`src/rtl/core/sample_event_loop_mixer_defines.svh`:
```
// Assertion macros shared by the sample event loop mixer RTL.
// Self-contained; expects clk_i and rst_ni in the scope of each use.
`ifndef SAMPLE_EVENT_LOOP_MIXER_DEFINES_SVH
`define SAMPLE_EVENT_LOOP_MIXER_DEFINES_SVH

`ifndef SYNTHESIS
// Checked on every rising edge outside reset.
`define SEVM_ASSERT(lbl, prop, msg) \
  lbl: assert property (@(posedge clk_i) disable iff (!rst_ni) (prop)) else $error(msg);
// Checked on every rising edge, reset included.
`define SEVM_ASSERT_ALWAYS(lbl, prop, msg) \
  lbl: assert property (@(posedge clk_i) (prop)) else $error(msg);
`else
`define SEVM_ASSERT(lbl, prop, msg)
`define SEVM_ASSERT_ALWAYS(lbl, prop, msg)
`endif

`endif

```
`src/rtl/core/sevm_queue.sv`:
```
// Short first-in first-out queue between the front and back parts.
// Depends on sample_event_loop_mixer_defines.svh for its assertions.
`timescale 1ns / 1ps
`include "sample_event_loop_mixer_defines.svh"

module sevm_queue #(
  parameter int unsigned W     = 8,
  parameter int unsigned DEPTH = 4,
  localparam int unsigned PtrW = (DEPTH > 1) ? $clog2(DEPTH) : 1,
  localparam int unsigned CntW = $clog2(DEPTH + 1)
) (
  input  logic         clk_i,
  input  logic         rst_ni,
  input  logic         push_i,
  input  logic [W-1:0] data_i,
  output logic         full_o,
  input  logic         pop_i,
  output logic [W-1:0] data_o,
  output logic         empty_o
);

  logic [W-1:0]    entry_q [DEPTH];
  logic [PtrW-1:0] wr_ptr_q, wr_ptr_d;
  logic [PtrW-1:0] rd_ptr_q, rd_ptr_d;
  logic [CntW-1:0] count_q, count_d;

  assign full_o  = (count_q == CntW'(DEPTH));
  assign empty_o = (count_q == '0);
  assign data_o  = entry_q[rd_ptr_q];

  // Pointer and occupancy update
  always_comb begin
    wr_ptr_d = wr_ptr_q;
    rd_ptr_d = rd_ptr_q;
    count_d  = count_q;
    if (push_i) begin
      wr_ptr_d = (wr_ptr_q == PtrW'(DEPTH - 1)) ? '0 : wr_ptr_q + 1'b1;
    end
    if (pop_i) begin
      rd_ptr_d = (rd_ptr_q == PtrW'(DEPTH - 1)) ? '0 : rd_ptr_q + 1'b1;
    end
    if (push_i && !pop_i) begin
      count_d = count_q + 1'b1;
    end else if (pop_i && !push_i) begin
      count_d = count_q - 1'b1;
    end
  end

  always_ff @(posedge clk_i or negedge rst_ni) begin
    if (!rst_ni) begin
      wr_ptr_q <= '0;
      rd_ptr_q <= '0;
      count_q  <= '0;
    end else begin
      wr_ptr_q <= wr_ptr_d;
      rd_ptr_q <= rd_ptr_d;
      count_q  <= count_d;
    end
  end

  // Entry storage
  always_ff @(posedge clk_i) begin
    if (push_i) begin
      entry_q[wr_ptr_q] <= data_i;
    end
  end

  `SEVM_ASSERT(a_no_push_full, push_i |-> !full_o, "queue written while full")
  `SEVM_ASSERT(a_no_pop_empty, pop_i |-> !empty_o, "queue read while empty")
  `SEVM_ASSERT(a_count_grows, (push_i && !pop_i) |=> (count_q == $past(count_q) + 1'b1),
               "queue occupancy did not follow a lone write")

endmodule

```
`config.mk`:
```
export PLATFORM = sky130hd
export DESIGN_NAME = sevm_queue
export DESIGN_NICKNAME = d
export VERILOG_FILES = /design/src/rtl/core/sevm_queue.sv
export VERILOG_INCLUDE_DIRS = /design/src /design/src/rtl/core
export SDC_FILE = /design/constraint.sdc
export NUM_CORES = 1
export LEC_CHECK = 0
export BUFFER_PORTS_ARGS = -buffer_cell sky130_fd_sc_hd__buf_2
export CORE_MARGIN = 1.5
export CORE_UTILIZATION = 50
export DETAILED_ROUTE_END_ITERATION = 8
export PLACE_DENSITY = 0.73
export SETUP_SLACK_MARGIN = 0.4
export SLEW_MARGIN = 20
export SYNTH_ARGS = -nofsm -noshare
export SYNTH_HDL_FRONTEND = slang
export SYNTH_SLANG_ARGS = --single-unit
```
`constraint.sdc`:
```
create_clock -name clk_i -period 3.35 [get_ports clk_i]
set_clock_uncertainty 0.1 [all_clocks]
set_input_delay 0.67 -clock clk_i [delete_from_list [all_inputs] [get_ports clk_i]]
set_output_delay 0.67 -clock clk_i [all_outputs]
set_load 0.01 [all_outputs]
```
==> impl_results.md <==
* Tot Pwr at 1.350 mW
* Critical path fanouts, max at 11
* Rel. slew slack at between 60% and 70%
* Final #Nets at 124
* Worst r2r path cells at 3
* Per-cell routed wire length at 14.91 um
* Critical path endpoint category: output port
* Die W at between 50 and 60 um
* Crit start category: register
* CTS tree: done
* Required time of the critical path at between 2 and 3 ns
* Post-synth top area share at 61.20%
* Initial DRC count at 9
* Logic pwr share at 28.5%
* Area after DPL at 1714 um2
* Layout cells sized above 1 at 37.74%
* Top delay family on crit path: flip-flops
* Post-placement cell count at 142
* Clock Tree Root: clkbuf_4
* DRC violations left at 0
* Switching part of the total at 31.04%
* Top Ports at 22
* Status: complete, no violations
* Met2 Use GR at 23.33%
* Final setup violation count at 0
* Core area at ~3000 um2
* CP arrival at approximately 1.8 ns
* Achievable clock frequency at 391.8 MHz
* Syn avg cell area at 19.88 um2
* Final Util at 58.51%
* CP peak stage delay at 0.72 ns
* Fin. Hold Viols at 0
* Worst Setup EP: data_o[1]
* Cts hold-fix bufs at 0
* Reg2reg end: entry_q[0][2]
* R2R Setup Slk at 1.83 ns
* GP Congestion at roughly 0.68
* # diodes at 0
* YS warnings at 0
* CTS Sinks at 39
* Max cap viols at 0
* Period utilisation layout at 76.18%
* Met3 usage at 3.930%
* Power Density at about 760 nW/um2
* CP Buf/Inv Count at 1
* Synth Instances at 79
* Syn Nets at 98
* Routing usage on met1 at 18.83%
* Area growth syn-to-layout at 12.83%
* Crit path launch: rd_ptr_q[0]
* Post-Route Setup TNS at 0 ns
* DRT Pass-1 Iters at 4
* Total CTS buffers at 5
* Final instance area at ~1800 um2
* RSZ-0062 raised after global routing: no
* Routed vias at 750
* Switching pwr at 0.4189 mW
* Static Leak at 0.6596 nW
* H-tree depth at 2
* Vias in the first global route at 759
* Share of total power in sequential cells at 54.5%
* Critical-path top delay cell: dfrtp_1
* Initial core utilization at roughly 52%
* Proportion of power drawn by the clock network at 17.0%
* Tot GR Track Use at around 15%
* Worst skew pair latency at 0.34 ns
* Critical path depth at 2
* IO buf count at 21
* Vias per cell at 5.000
* Int Pwr at between 0.9 and 1 mW
* Hold Crit Class: input pin to async pin
* First-pass GRT wire length at 3574 um
* Dpl hpwl at 1579 um
* #FFs+latches synth at 39
* Die Y at 59.04 um
* GRT Residual Overflow at 0
* Setup CP Type: register to output port
* Reg clk slew, reported paths at 0.11 ns
* Clock tree buffer depth at 2
* Busiest grt layer: met2
* Worst slew pin tran at 0.5637 ns
* VDD IR-drop max at 0.0003830 V
* Antenna violations before repair at 0
* Site Rows at 20
* Final wirelength at 2236 um
* Synth top area cells: edfxtp_1 (61%), mux4_2 (11%), dfrtp_1 (11%)
* Critical path, cell by cell: mux4_2, buf_2
* Critical R2R Launch: wr_ptr_q[0]
* Non-filler cells, final at 150
* Post-CTS Setup Bufs at 0
* Post-DRT Antenna Nets at 0
* Unique masters post-synth at 18
* Register area share after synthesis at 72.35%
* Largest net degree at the start of global routing at 14
* Final Critical Period at 2.552 ns
* Die ar. at 3486 um2
* Cell Area, Synth at 1570 um2
* Yosys top cell by area: edfxtp_1
* Pins Over Slew Limit at 0
* Post-cts resize count at 0
power groups by stage:
stage               sequential, mW  clock [mW]  combinational [mW]
global placement             0.744           0               0.378
detailed placement           0.752           0               0.391
CTS                          0.741       0.237               0.394
finish                       0.736       0.229               0.385
floorplan                    0.687           0               0.332
global route                 0.757       0.253               0.431
stage by stage:
step | hold WS [ns] | setup WS [ns]
CTS | 0.02928 | 0.7227
detailed placement | 0.3815 | 1.117
finish | 0.04011 | 0.7979
global route | 0.02928 | 0.6581
global placement | 0.3696 | 1.135
floorplan | 0.2744 | 1.515
area by class of cell:
cell class,instances,area [um2]
clock buffers,5,37.54
clock inverters,3,20.02
fillers,242,1256
inverters,5,18.77
multi-input cells,33,399.1
flip-flops and latches,39,1136
well taps,44,55.05
repair buffers,21,105.1
worst register-to-register path, delay by kind of cell (launching register included):
family / cells / cell delay (ns)
simple gates: 1 / 0.38
fa+ha+maj: 1 / 0.15
buf+inv: 1 / 0.13
flops: 1 / 0.43
metal layers:
metal	vias up	share of wire, %
met5	-	0
met4	0	2.4
li1	355	-
met1	371	42
met2	19	52
met3	5	3.5
registers in the layout, indices dropped and copies added, names as in the netlist:
signal / flops
wr_ptr_q: 2
count_q: 3
rd_ptr_q: 2
entry_q: 32
worst min-delay path by stage:
stage,startpoint,end,cells after the start
floorplan,rst_ni,count_q[0],0
global placement,count_q[2],count_q[2],1
detailed placement,count_q[2],count_q[2],1
CTS,rst_ni,wr_ptr_q[1],1
global route,rst_ni,wr_ptr_q[1],1
finish,rst_ni,wr_ptr_q[1],1
Yosys cell counts (all sizes together):
master,number
nor2,2
dfrtp,7
xnor2,1
buf,2
inv,5
xor2,2
nor3b,1
nand2,1
fa,1
mux2,3
nand3,1
edfxtp,32
ha,6
nor3,1
and2,4
mux4,8
o21ai,2
layout by cell type, fill, tap and decap left out:
cell type | netlist | final
clkbuf_4 | 0 | 5
ha_1 | 6 | 6
xnor2_1 | 1 | 1
nand3_1 | 1 | 1
and2_1 | 4 | 4
mux2_2 | 3 | 3
mux4_2 | 8 | 8
dfrtp_1 | 7 | 7
clkinv_2 | 0 | 1
nor3b_1 | 1 | 1
xor2_1 | 2 | 2
nand2_1 | 1 | 1
o21ai_0 | 2 | 2
fa_1 | 1 | 1
clkinvlp_4 | 0 | 2
nor3_1 | 1 | 1
inv_1 | 5 | 5
nor2_1 | 2 | 2
buf_2 | 1 | 21
edfxtp_1 | 32 | 32
kinds of logic after synthesis:
family,count (synthesis),share of synthesized area (%)
flip-flops,39,72.35
multiplexers,11,13.63
AND/OR/NAND/NOR,10,3.426
buffers and inverters,7,2.231
adder cells (fa/ha/maj),7,6.056
XOR/XNOR,3,1.674
AO/OA/AOI/OAI,2,0.6375
No activity file was read; power rests on OpenSTA's default activity.
