`config.mk`:
```
export PLATFORM = sky130hd
export DESIGN_NAME = sevm_front
export DESIGN_NICKNAME = d
export VERILOG_FILES = /design/src/rtl/core/sample_event_loop_mixer_defines.svh /design/src/rtl/core/sevm_pkg.sv /design/src/rtl/core/sevm_front.sv
export SDC_FILE = /design/constraint.sdc
export NUM_CORES = 1
export LEC_CHECK = 0
export BUFFER_PORTS_ARGS = -buffer_cell sky130_fd_sc_hd__buf_2
export CELL_PAD_IN_SITES_DETAIL_PLACEMENT = 1
export CELL_PAD_IN_SITES_GLOBAL_PLACEMENT = 1
export CORE_ASPECT_RATIO = 1.25
export CORE_MARGIN = 4
export CORE_UTILIZATION = 46
export DETAILED_ROUTE_END_ITERATION = 10
export PLACE_DENSITY_LB_ADDON = 0.05
export SETUP_SLACK_MARGIN = 0.2
export SLEW_MARGIN = 10
export SYNTH_ARGS = -nofsm -noshare
export SYNTH_HDL_FRONTEND = slang
export SYNTH_SLANG_ARGS = --single-unit
export TNS_END_PERCENT = 30
```
`constraint.sdc`:
```
create_clock -name clk_i -period 9.81 [get_ports clk_i]
set_clock_uncertainty 0.15 [all_clocks]
set_input_delay 0.4905 -clock clk_i [delete_from_list [all_inputs] [get_ports clk_i]]
set_output_delay 0.4905 -clock clk_i [all_outputs]
set_load 0.02 [all_outputs]
```
`src/rtl/core/sample_event_loop_mixer_defines.svh`:
```
// Assertion macros shared by the sample event loop mixer RTL.
// Self-contained; expects clk_i and rst_ni in the scope of each use.
`ifndef SAMPLE_EVENT_LOOP_MIXER_DEFINES_SVH
`define SAMPLE_EVENT_LOOP_MIXER_DEFINES_SVH

`ifndef SYNTHESIS
// Checked on every rising edge outside reset.
`define SEVM_ASSERT(lbl, prop, msg) \
  lbl: assert property (@(posedge clk_i) disable iff (!rst_ni) (prop)) else $error(msg);
// Checked on every rising edge, reset included.
`define SEVM_ASSERT_ALWAYS(lbl, prop, msg) \
  lbl: assert property (@(posedge clk_i) (prop)) else $error(msg);
`else
`define SEVM_ASSERT(lbl, prop, msg)
`define SEVM_ASSERT_ALWAYS(lbl, prop, msg)
`endif

`endif

```
`src/rtl/core/sevm_pkg.sv`:
```
// Package for the sample event loop mixer: constants, register codes and shared types.
// No dependencies.
`timescale 1ns / 1ps

package sevm_pkg;

  // Field widths fixed by the interface
  localparam int unsigned IdxW     = 16;
  localparam int unsigned CoordW   = 31;
  localparam int unsigned PosW     = 32;
  localparam int unsigned MixW     = 24;
  localparam int unsigned SmpW     = 16;
  localparam int unsigned GainW    = 16;
  localparam int unsigned LenW     = 17;
  localparam int unsigned CfgIdxW  = 3;
  localparam int unsigned CfgDataW = 32;

  // Defaults for the top-level parameters
  localparam int unsigned SourceDepth = 65536;
  localparam int unsigned QueueDepth  = 4;

  // Mix positions at or beyond this block index pass straight through
  localparam int unsigned BlockSize = 4096;

  localparam logic [GainW-1:0] GainReset = 16'h8000;

  // Configuration register indexes
  typedef enum logic [CfgIdxW-1:0] {
    CfgEventStart   = 3'd0,
    CfgEventEnd     = 3'd1,
    CfgGain         = 3'd2,
    CfgSourceLength = 3'd3,
    CfgMonoSource   = 3'd4
  } cfg_reg_e;

  // Configuration as seen by the front and back parts
  typedef struct packed {
    logic [CoordW-1:0] event_start;
    logic [CoordW-1:0] event_end;
    logic [GainW-1:0]  gain;
    logic [LenW-1:0]   source_length;
    logic              mono_source;
  } cfg_t;

  // Classification of one queued transaction
  typedef struct packed {
    logic is_load;  // load transaction, produces no result
    logic store;    // load address lies inside the store
    logic hit;      // mix transaction that adds a stored sample
  } ctrl_t;

endpackage

```
`src/rtl/core/sevm_front.sv`:
```
// Front part of the mixer: takes transactions, works out sequencer positions and
// classifies each one into the queue. Depends on sevm_pkg.
`timescale 1ns / 1ps

module sevm_front import sevm_pkg::*; #(
  parameter int unsigned SOURCE_DEPTH = SourceDepth,
  localparam int unsigned AW = $clog2(SOURCE_DEPTH)
) (
  input  logic                     clk_i,
  input  logic                     rst_ni,
  input  cfg_t                     cfg_i,
  input  logic                     in_valid_i,
  output logic                     in_stall_o,
  input  logic                     kind_i,
  input  logic [IdxW-1:0]          index_i,
  input  logic [CoordW-1:0]        block_position_i,
  input  logic [CoordW-1:0]        loop_min_i,
  input  logic [CoordW-1:0]        loop_max_i,
  input  logic                     loop_started_i,
  input  logic [IdxW-1:0]          loop_offset_i,
  input  logic                     wrap_by_subtract_i,
  input  logic signed [MixW-1:0]   mix_left_i,
  input  logic signed [MixW-1:0]   mix_right_i,
  input  logic signed [SmpW-1:0]   sample_left_i,
  input  logic signed [SmpW-1:0]   sample_right_i,
  input  logic                     q_full_i,
  output logic                     q_push_o,
  output ctrl_t                    q_ctrl_o,
  output logic [AW-1:0]            q_addr_o,
  output logic signed [MixW-1:0]   q_mix_left_o,
  output logic signed [MixW-1:0]   q_mix_right_o,
  output logic signed [SmpW-1:0]   q_sample_left_o,
  output logic signed [SmpW-1:0]   q_sample_right_o
);

  logic rdy1, rdy2, rdy3;
  logic v1_q, v2_q, v3_q;

  // Stage one: raw positions
  logic                    s1_load_q, s1_store_q, s1_active_q;
  logic [IdxW-1:0]         s1_idx_q;
  logic [PosW-1:0]         s1_pos_q, s1_pos_d;
  logic [PosW-1:0]         s1_alt_q, s1_alt_d;
  logic                    s1_alt_ok_q;
  logic [CoordW-1:0]       s1_lmax_q;
  logic                    s1_sub_q, s1_started_q;
  logic signed [MixW-1:0]  s1_mixl_q, s1_mixr_q;
  logic signed [SmpW-1:0]  s1_smpl_q, s1_smpr_q;

  // Stage two: position after the loop-end wrap
  logic                    s2_load_q, s2_store_q, s2_go_q, s2_go_d;
  logic [IdxW-1:0]         s2_idx_q;
  logic [PosW-1:0]         s2_pos_q, s2_pos_d;
  logic [PosW-1:0]         s2_alt_q;
  logic                    s2_alt_ok_q;
  logic signed [MixW-1:0]  s2_mixl_q, s2_mixr_q;
  logic signed [SmpW-1:0]  s2_smpl_q, s2_smpr_q;
  logic                    s2_over;

  // Stage three: event test and source offset
  ctrl_t                   s3_ctrl_q, s3_ctrl_d;
  logic [AW-1:0]           s3_addr_q, s3_addr_d;
  logic signed [MixW-1:0]  s3_mixl_q, s3_mixr_q;
  logic signed [SmpW-1:0]  s3_smpl_q, s3_smpr_q;
  logic [PosW-1:0]         ev_start, ev_end, off1, off2, off;
  logic                    in1, in2, hit_pos;

  // Pipeline flow control: a stage moves when the one after it has room
  assign rdy3       = !v3_q || !q_full_i;
  assign rdy2       = !v2_q || rdy3;
  assign rdy1       = !v1_q || rdy2;
  assign in_stall_o = !rdy1;
  assign q_push_o   = v3_q && !q_full_i;

  always_ff @(posedge clk_i or negedge rst_ni) begin
    if (!rst_ni) begin
      v1_q <= 1'b0;
      v2_q <= 1'b0;
      v3_q <= 1'b0;
    end else begin
      if (rdy1) begin
        v1_q <= in_valid_i;
      end
      if (rdy2) begin
        v2_q <= v1_q;
      end
      if (rdy3) begin
        v3_q <= v2_q;
      end
    end
  end

  // Stage one: direct position and loop-restart position
  assign s1_pos_d = PosW'(block_position_i) + PosW'(index_i);
  assign s1_alt_d = PosW'(loop_min_i) + PosW'(index_i) - PosW'(loop_offset_i);

  always_ff @(posedge clk_i) begin
    if (rdy1 && in_valid_i) begin
      s1_load_q    <= kind_i;
      s1_store_q   <= kind_i && (PosW'(index_i) < PosW'(SOURCE_DEPTH));
      s1_active_q  <= !kind_i && (PosW'(index_i) < PosW'(BlockSize));
      s1_idx_q     <= index_i;
      s1_pos_q     <= s1_pos_d;
      s1_alt_q     <= s1_alt_d;
      s1_alt_ok_q  <= loop_started_i && (index_i >= loop_offset_i);
      s1_lmax_q    <= loop_max_i;
      s1_sub_q     <= wrap_by_subtract_i;
      s1_started_q <= loop_started_i;
      s1_mixl_q    <= mix_left_i;
      s1_mixr_q    <= mix_right_i;
      s1_smpl_q    <= sample_left_i;
      s1_smpr_q    <= sample_right_i;
    end
  end

  // Stage two: positions past the loop end wrap if subtracting, else are dropped unless the loop has started
  always_comb begin
    s2_over  = s1_pos_q > PosW'(s1_lmax_q);
    s2_pos_d = (s2_over && s1_sub_q) ? s1_pos_q - PosW'(s1_lmax_q) : s1_pos_q;
    s2_go_d  = s1_active_q && !(s2_over && !s1_sub_q && !s1_started_q);
  end

  always_ff @(posedge clk_i) begin
    if (rdy2 && v1_q) begin
      s2_load_q   <= s1_load_q;
      s2_store_q  <= s1_store_q;
      s2_go_q     <= s2_go_d;
      s2_idx_q    <= s1_idx_q;
      s2_pos_q    <= s2_pos_d;
      s2_alt_q    <= s1_alt_q;
      s2_alt_ok_q <= s1_alt_ok_q;
      s2_mixl_q   <= s1_mixl_q;
      s2_mixr_q   <= s1_mixr_q;
      s2_smpl_q   <= s1_smpl_q;
      s2_smpr_q   <= s1_smpr_q;
    end
  end

  // Stage three: event window test, restart position only when the first misses
  always_comb begin
    ev_start = PosW'(cfg_i.event_start);
    ev_end   = PosW'(cfg_i.event_end);
    in1      = (s2_pos_q >= ev_start) && (s2_pos_q <= ev_end);
    in2      = (s2_alt_q >= ev_start) && (s2_alt_q <= ev_end);
    off1     = s2_pos_q - ev_start;
    off2     = s2_alt_q - ev_start;
    hit_pos  = in1 || (s2_alt_ok_q && in2);
    off      = in1 ? off1 : off2;

    s3_ctrl_d.is_load = s2_load_q;
    s3_ctrl_d.store   = s2_store_q;
    s3_ctrl_d.hit     = s2_go_q && hit_pos
                        && (off < PosW'(cfg_i.source_length))
                        && (off < PosW'(SOURCE_DEPTH));
    s3_addr_d = s2_load_q ? AW'(s2_idx_q) : AW'(off);
  end

  always_ff @(posedge clk_i) begin
    if (rdy3 && v2_q) begin
      s3_ctrl_q <= s3_ctrl_d;
      s3_addr_q <= s3_addr_d;
      s3_mixl_q <= s2_mixl_q;
      s3_mixr_q <= s2_mixr_q;
      s3_smpl_q <= s2_smpl_q;
      s3_smpr_q <= s2_smpr_q;
    end
  end

  assign q_ctrl_o         = s3_ctrl_q;
  assign q_addr_o         = s3_addr_q;
  assign q_mix_left_o     = s3_mixl_q;
  assign q_mix_right_o    = s3_mixr_q;
  assign q_sample_left_o  = s3_smpl_q;
  assign q_sample_right_o = s3_smpr_q;

endmodule

```
==> impl_results.md, run 1 <==
* Flops & latches, synth at 460
* Register area share after synthesis at 54.5%
* Kind of critical path: flop to flop
* Cells after Synth at 2,140
* Routed via count at 19.2k
* Mux cell area share after synthesis at 1.26%
* Type of origin of the critical path: flop
* Synth Area in Adders at 13.2%
* Routed WL at around 80,000 um
* Worst Max-Slew Pin Slew at between 1 and 1.5 ns
* Vias per Instance at approximately 5.6
* RD Place Congestion at 0.938
* First-pass GRT wire length at 122,000 um
* Std-Cell Core Area at 54,200 um2
* Post-CTS Setup Inserts at 0
* Syn_area_per_cell at 11.8 um2
* Worst path bufs/invs at 3
* Total congestion overflow at 0
* Clock transition at the registers of the reported paths at approximately 0.070 ns
* Tot GR Track Use at a little over a quarter
* Slowest CP cell: or4_1
* Initial Utilization at 46.8%
* Largest net degree at the start of global routing at 83
* TNS Setup at 0 ns
* Netlist cell types at 83
* Clock root cell: clkbuf_16
* Post-cts resize count at 0
* Net Count, Synth at 2,703
* Iter 0 DRT Violations at 1,280
* Post-synthesis simple-gate area fraction at 9.41%
* Fmax at 164 MHz
* Cell Chain, Critical Path: inv_1 -> ha_1 -> inv_1 -> fa_1 -> a211oi_1 -> o21ai_2 -> a221oi_4 -> o31ai_1 -> a311o_1 -> o22ai_4 -> buf_4 -> nand2_1 -> o21ai_1 -> ha_1 -> nand4_1 -> nor2_1 -> nand2_1 -> nor3_1 -> nand2_1 -> nand4_1 -> or4_1 -> a221oi_1 -> o221a_1
* EDFF count, synth at 457
* H-tree depth at 2
* Peak supply drop at 0.000131 V
* Synth warn at 0
* Max cap viols at 0
* Io pins at 409
* Crit path max-delay family: compound AO/OA/AOI/OAI gates
* Area share of xor/xnor cells in the synthesized design at 3.84%
* Crit path DAT at approximately 6.4 ns
* Slew Limit Fails at 0
* RSZ-0062 raised after global routing: no
* Pre-CTS setup slack at 3.67 ns
* TritonCTS clock tree: yes
* Total power at 5.92 mW
* Die footprint at 58,900 um2
* Ys async rst share at 0.652%
* Port bufs at 391
* Fin worst setup slack at 3.73 ns
* Die Span Y at 270 um
* Total CTS buffers at 45
* Final hold viol count at 0
* Peak fanout along the critical path at 30
* Antenna violations before repair at 16
* Status: finished, final reports clean
* CP dominant cell by count: nand2_1
* CP peak stage delay at between 0.5 and 0.6 ns
* Post-Place Cells at 3,240
* Layout net count at 3,243
* Fillers at 5,810
* Compound-Gate Fraction of Synth Area at between 10% and 20%
* Die X at 218 um
* Main combinational cell family by area after synthesis: compound AO/OA/AOI/OAI gates
* Mapped cell area at 25,300 um2
* DRC at 0
* Longest Clk Path Bufs at 3
* WL per Instance at between 20 and 25 um
* Clock Sinks at 460
* Pwr dens at 192 nW/um2
* Layout cells sized above 1 at 19.1%
* Pre-antenna DRT Iters at 6
* Antenna viol nets, final at 0
* Vias in the first global route at about 21k
* Area Growth Syn to Fin at 21.8%
* Predominant post-synthesis flop cell: edfxtp_1
* Final Cycle Share at 62.0%
* Crit path time final at just over 6 ns
* Worst Hold Slack at 0.0303 ns
* Worst hold path class: primary input to flop
* Required @ worst endpoint at 10.11 ns
* Final Non-Filler Cells at 3,453
* Leak Pwr at approximately 13 nW
* Crit end category: flop
* Endpoints failing setup at 0
* Row cnt at 95
* Worst-Skew Late Latency at about 0.57 ns
* DP HPWL at 59,100 um
* CTS Hold Bufs at 120
* Max-slew headroom at ~23%
* Reg-to-reg slack, setup at around 3.7 ns
-- metrics by stage --
step                util [%]  cell area (um2)
finish                  56.9            30900
global route            56.9            30900
CTS                     56.9            30800
detailed placement      52.0            28200
global placement        52.0            28200
floorplan                  -            25300
-- cell families after synthesis --
logic type,after synthesis
fa+ha+maj,255
xor+xnor,111
buf+inv,276
simple gates,477
mux,29
flops,460
compound gates,532
-- placed cells by master (no fill, tap or decap), types with 67 or more instances in the layout --
master         instances
nand2_1              126
edfxtp_1             457
nor2_1                99
o21ai_0              117
xnor2_1               73
buf_2                391
inv_1                250
dlygate4sd3_1        120
a21oi_1              144
a21o_1                67
ha_1                 235
-- report_power, final --
part / leakage [nW] / total, mW / internal, mW / switching, mW
sequential: 4.44 / 2.56 / 2.45 / 0.112
combinational: 8.08 / 1.60 / 0.627 / 0.974
clock: 0.718 / 1.76 / 0.977 / 0.782
total: 13.2 / 5.92 / 4.05 / 1.87
-- worst reg2reg max path: stages (launching register included) --
cell      delay (ns)
edfxtp_1        0.36
inv_1           0.11
ha_1            0.18
inv_1           0.06
fa_1            0.42
a211oi_1        0.36
o21ai_2         0.17
a221oi_4        0.37
o31ai_1         0.19
a311o_1         0.34
o22ai_4         0.38
buf_4           0.40
nand2_1         0.09
o21ai_1         0.19
ha_1            0.33
nand4_1         0.16
nor2_1          0.07
nand2_1         0.08
nor3_1          0.09
nand2_1         0.11
nand4_1         0.10
or4_1           0.54
a221oi_1        0.45
o221a_1         0.25
-- cell type report --
cell class	instances	area, um2	share of cell area, %
tap	727	910	2.95
multi-input combinational	1404	10500	34.1
timing repair buffer	519	3220	10.4
antenna	9	22.5	0.0730
inverter	250	938	3.04
clock buffer	58	1190	3.87
sequential	460	13800	44.7
clock inverter	26	264	0.855
-- cell usage after synthesis, types with 6 or more instances --
| cell type | instances | area share [%] |
|---|---|---|
| a2111oi_0 | 6 | 0.21 |
| a211o_1 | 11 | 0.38 |
| a211oi_1 | 20 | 0.59 |
| a21boi_0 | 6 | 0.18 |
| a21o_1 | 67 | 2.0 |
| a21oi_1 | 144 | 2.8 |
| a221oi_1 | 9 | 0.31 |
| a31oi_1 | 12 | 0.30 |
| and2_1 | 14 | 0.35 |
| and3_1 | 22 | 0.54 |
| clkbuf_1 | 20 | 0.30 |
| edfxtp_1 | 457 | 54 |
| fa_1 | 20 | 1.6 |
| ha_1 | 235 | 12 |
| inv_1 | 250 | 3.7 |
| mux2_2 | 24 | 1.1 |
| nand2_1 | 126 | 1.9 |
| nand2b_1 | 15 | 0.37 |
| nand3_1 | 49 | 0.97 |
| nand4_1 | 40 | 0.99 |
| nor2_1 | 99 | 1.5 |
| nor2b_1 | 23 | 0.57 |
| nor3_1 | 30 | 0.59 |
| nor4_1 | 13 | 0.32 |
| o211ai_1 | 18 | 0.53 |
| o21a_1 | 26 | 0.77 |
| o21ai_0 | 117 | 2.3 |
| o21ai_1 | 12 | 0.24 |
| o21bai_1 | 13 | 0.39 |
| o31ai_1 | 13 | 0.39 |
| or2_2 | 9 | 0.22 |
| or3_1 | 8 | 0.20 |
| xnor2_1 | 73 | 2.5 |
| xor2_1 | 38 | 1.3 |
-- per-layer routing --
metal  GRT usage (%)  vias to the layer above  part of all wire (%)
li1                -                     9051                     -
met1            32.3                     9417                    39
met2            49.4                      560                    52
met3            4.22                      147                   5.2
met4            8.30                       14                   3.4
met5               0                        -                  0.11
-- flip-flops by register name, indices dropped and copies added (netlist names), 31 cells and up --
| signal | count |
|---|---|
| s1_alt_q | 32 |
| s1_pos_q | 32 |
| s2_alt_q | 32 |
| s1_lmax_q | 31 |
| s2_pos_q | 32 |
-- final timing paths --
path                              start            to  cells after the start
max in group asynchronous        rst_ni          v1_q                      2
max reg2reg                 s2_pos_q[0]   q_ctrl_o[0]                     23
min in group asynchronous        rst_ni          v3_q                      2
min                         index_i[10]  s1_idx_q[10]                      1
min reg2reg                s1_idx_q[10]  s2_idx_q[10]                      0
max                         s2_pos_q[0]   q_ctrl_o[0]                     23
No activity file was read; power rests on OpenSTA's default activity.
==> run 2: changes to the inputs <==
--- a/config.mk
+++ b/config.mk
@@ -10,7 +10,7 @@
 export CELL_PAD_IN_SITES_GLOBAL_PLACEMENT = 1
 export CORE_ASPECT_RATIO = 1.25
 export CORE_MARGIN = 4
-export CORE_UTILIZATION = 46
+export CORE_UTILIZATION = 41
 export DETAILED_ROUTE_END_ITERATION = 10
 export PLACE_DENSITY_LB_ADDON = 0.05
 export SETUP_SLACK_MARGIN = 0.2
==> constraint.sdc (replaced) <==
create_clock -name clk_i -period 5.4 [get_ports clk_i]
set_clock_uncertainty 0.15 [all_clocks]
set_input_delay 0.27 -clock clk_i [delete_from_list [all_inputs] [get_ports clk_i]]
set_output_delay 0.27 -clock clk_i [all_outputs]
set_load 0.02 [all_outputs]
==> impl_results.md, run 2 (same netlist as run 1, synthesis figures left out) <==
* Status: finished, final reports clean
* RD Place Congestion at 0.878
* Port bufs at a little under 400
* Post-place instance area at ~28,000 um2
* Row cnt at just over 100
* Layout cells sized above 1 at 20.4%
* Io pins at 409
* Crit path time final at 5.03 ns
* TNS Setup at 0 ns
* Endpoints failing setup at 0
* Routed WL at 76,400 um
* Total CTS buffers at 47
* Area Growth Syn to Fin at 25.4%
* Clock Sinks at 460
* Final hold viol count at 0
* Final Cycle Share at between 90% and 100%
* Vias per Instance at 5.21
* Worst Hold Slack at 0.0485 ns
* Pre-antenna DRT Iters at 4
* Std-Cell Core Area at 61,000 um2
* Slew Limit Fails at 0
* H-tree depth at 2
* Routed via count at between 15k and 20k
* Fillers at 6,495
* CP peak stage delay at 0.43 ns
* TritonCTS clock tree: yes
* Largest net degree at the start of global routing at around 130
* Die Span Y at 286 um
* Final instance area at 31,800 um2
* Die X at 230 um
* DRC at 0
* Total congestion overflow at 0
* Total power at between 10 and 15 mW
* Slowest CP cell: or4_4
* Leak Pwr at 13.6 nW
* Fmax at slightly below 200 MHz
* Max cap viols at 0
* Storage element area at 13,800 um2
* Layout net count at between 3k and 4k
* Clock transition at the registers of the reported paths at 0.06 ns
* Worst Max-Slew Pin Slew at between 0.9 and 1 ns
* Antenna violations before repair at 9
* Required @ worst endpoint at 5.69 ns
* Cell Chain, Critical Path: inv_2 -> ha_4 -> inv_1 -> fa_2 -> a211oi_4 -> o21ai_2 -> a221oi_4 -> o31ai_4 -> a311o_1 -> o22ai_4 -> buf_12 -> buf_12 -> mux2_2 -> ha_1 -> nand3_2 -> nor3_2 -> nand2_2 -> nand4_1 -> or4_4 -> a221oi_2 -> o221a_1
* Crit path DAT at 5.32 ns
* WL per Instance at 21.2 um
* Vias in the first global route at 20.6k
* Longest Clk Path Bufs at 3
* Kind of critical path: flop to flop
* Iter 0 DRT Violations at 737
* Crit end category: flop
* Tot GR Track Use at 22.7%
* Die footprint at 65,900 um2
* DP HPWL at a little under 60,000 um
* Most frequent cells in the layout: edfxtp_1, buf_2, inv_1
* Type of origin of the critical path: flop
* Peak fanout along the critical path at 8
* First-pass GRT wire length at 117,000 um
* Worst hold path class: primary input to flop
* Worst-Skew Late Latency at between 0.5 and 0.6 ns
* Antenna viol nets, final at 0
* Max-slew headroom at 37.5%
* Area occupied by multi-input gates at 10,600 um2
* Clock root cell: clkbuf_16
* Initial Utilization at about two fifths
* Peak supply drop at 0.000205 V
* Pwr dens at about 340 nW/um2
* RSZ-0062 raised after global routing: no
* Commonest non-fill, non-tap cell in the layout: edfxtp_1
* CP dominant cell by count: buf_12
[run 2: worst paths after layout]
kind	slack, ns	start	to	depth (start not counted)
hold reg to reg	0.26	s1_mixr_q[1]	s2_mixr_q[1]	0
setup reg to reg	0.37	s2_pos_q[0]	q_ctrl_o[0]	21
hold / removal	0.05	block_position_i[5]	s1_pos_q[5]	3
setup / recovery	0.37	s2_pos_q[0]	q_ctrl_o[0]	21
max in group asynchronous	4.48	rst_ni	v2_q	3
min in group asynchronous	0.45	rst_ni	v1_q	3
[run 2: power by group]
group,total (mW),switching [mW],internal (mW),leakage (nW)
clock network,3.09,1.36,1.73,0.713
registers,4.63,0.180,4.45,4.44
logic,3.02,1.77,1.25,8.40
[run 2: metrics by stage]
stage          std cells  util, %  setup slack (ns)
6_report            3607     52.1             0.370
2_1_floorplan       2140        -            -0.360
4_1_cts             3596     51.8             0.201
3_3_place_gp        3346     46.6            0.0708
5_1_grt             3605     52.1             0.195
3_5_place_dp        3346     46.6           0.00403
[run 2: critical path: cells and delay by family, from the launching register on]
family | cells | cell delay, ns
AOI/OAI and AO/OA | 8 | 1.99
and+or+nand+nor | 5 | 0.79
adders and majority gates | 3 | 0.81
buffers and inverters | 4 | 0.43
DFF | 1 | 0.37
muxes | 1 | 0.35
[run 2: area by class of cell]
type                    instances  area share [%]
flip-flops and latches        460            43.4
inverters                     250            2.95
well taps                     824            3.24
clock inverters                34           0.799
multi-input cells            1404            33.5
repair buffers                581            12.2
diodes                          3          0.0236
clock buffers                  51            3.81
[run 2: per-layer routing]
metal / vias up / GRT usage, % / part of all wire (%)
met5: - / 0 / 0.045
met4: 6 / 7.10 / 3.2
met3: 97 / 3.25 / 3.9
met2: 402 / 42.3 / 52
met1: 9158 / 27.1 / 41
li1: 9141 / - / -
[run 2: timing repair]
action | in CTS | in global routing
hold buffers | 162 | 0
hold endpoints to repair | 169 | 0
endpoints found under the setup margin | 1 | 1
resized for setup | 6 | 26
gates cloned | 2 | 0
setup buffers | 1 | 8
pin swaps | 4 | 23
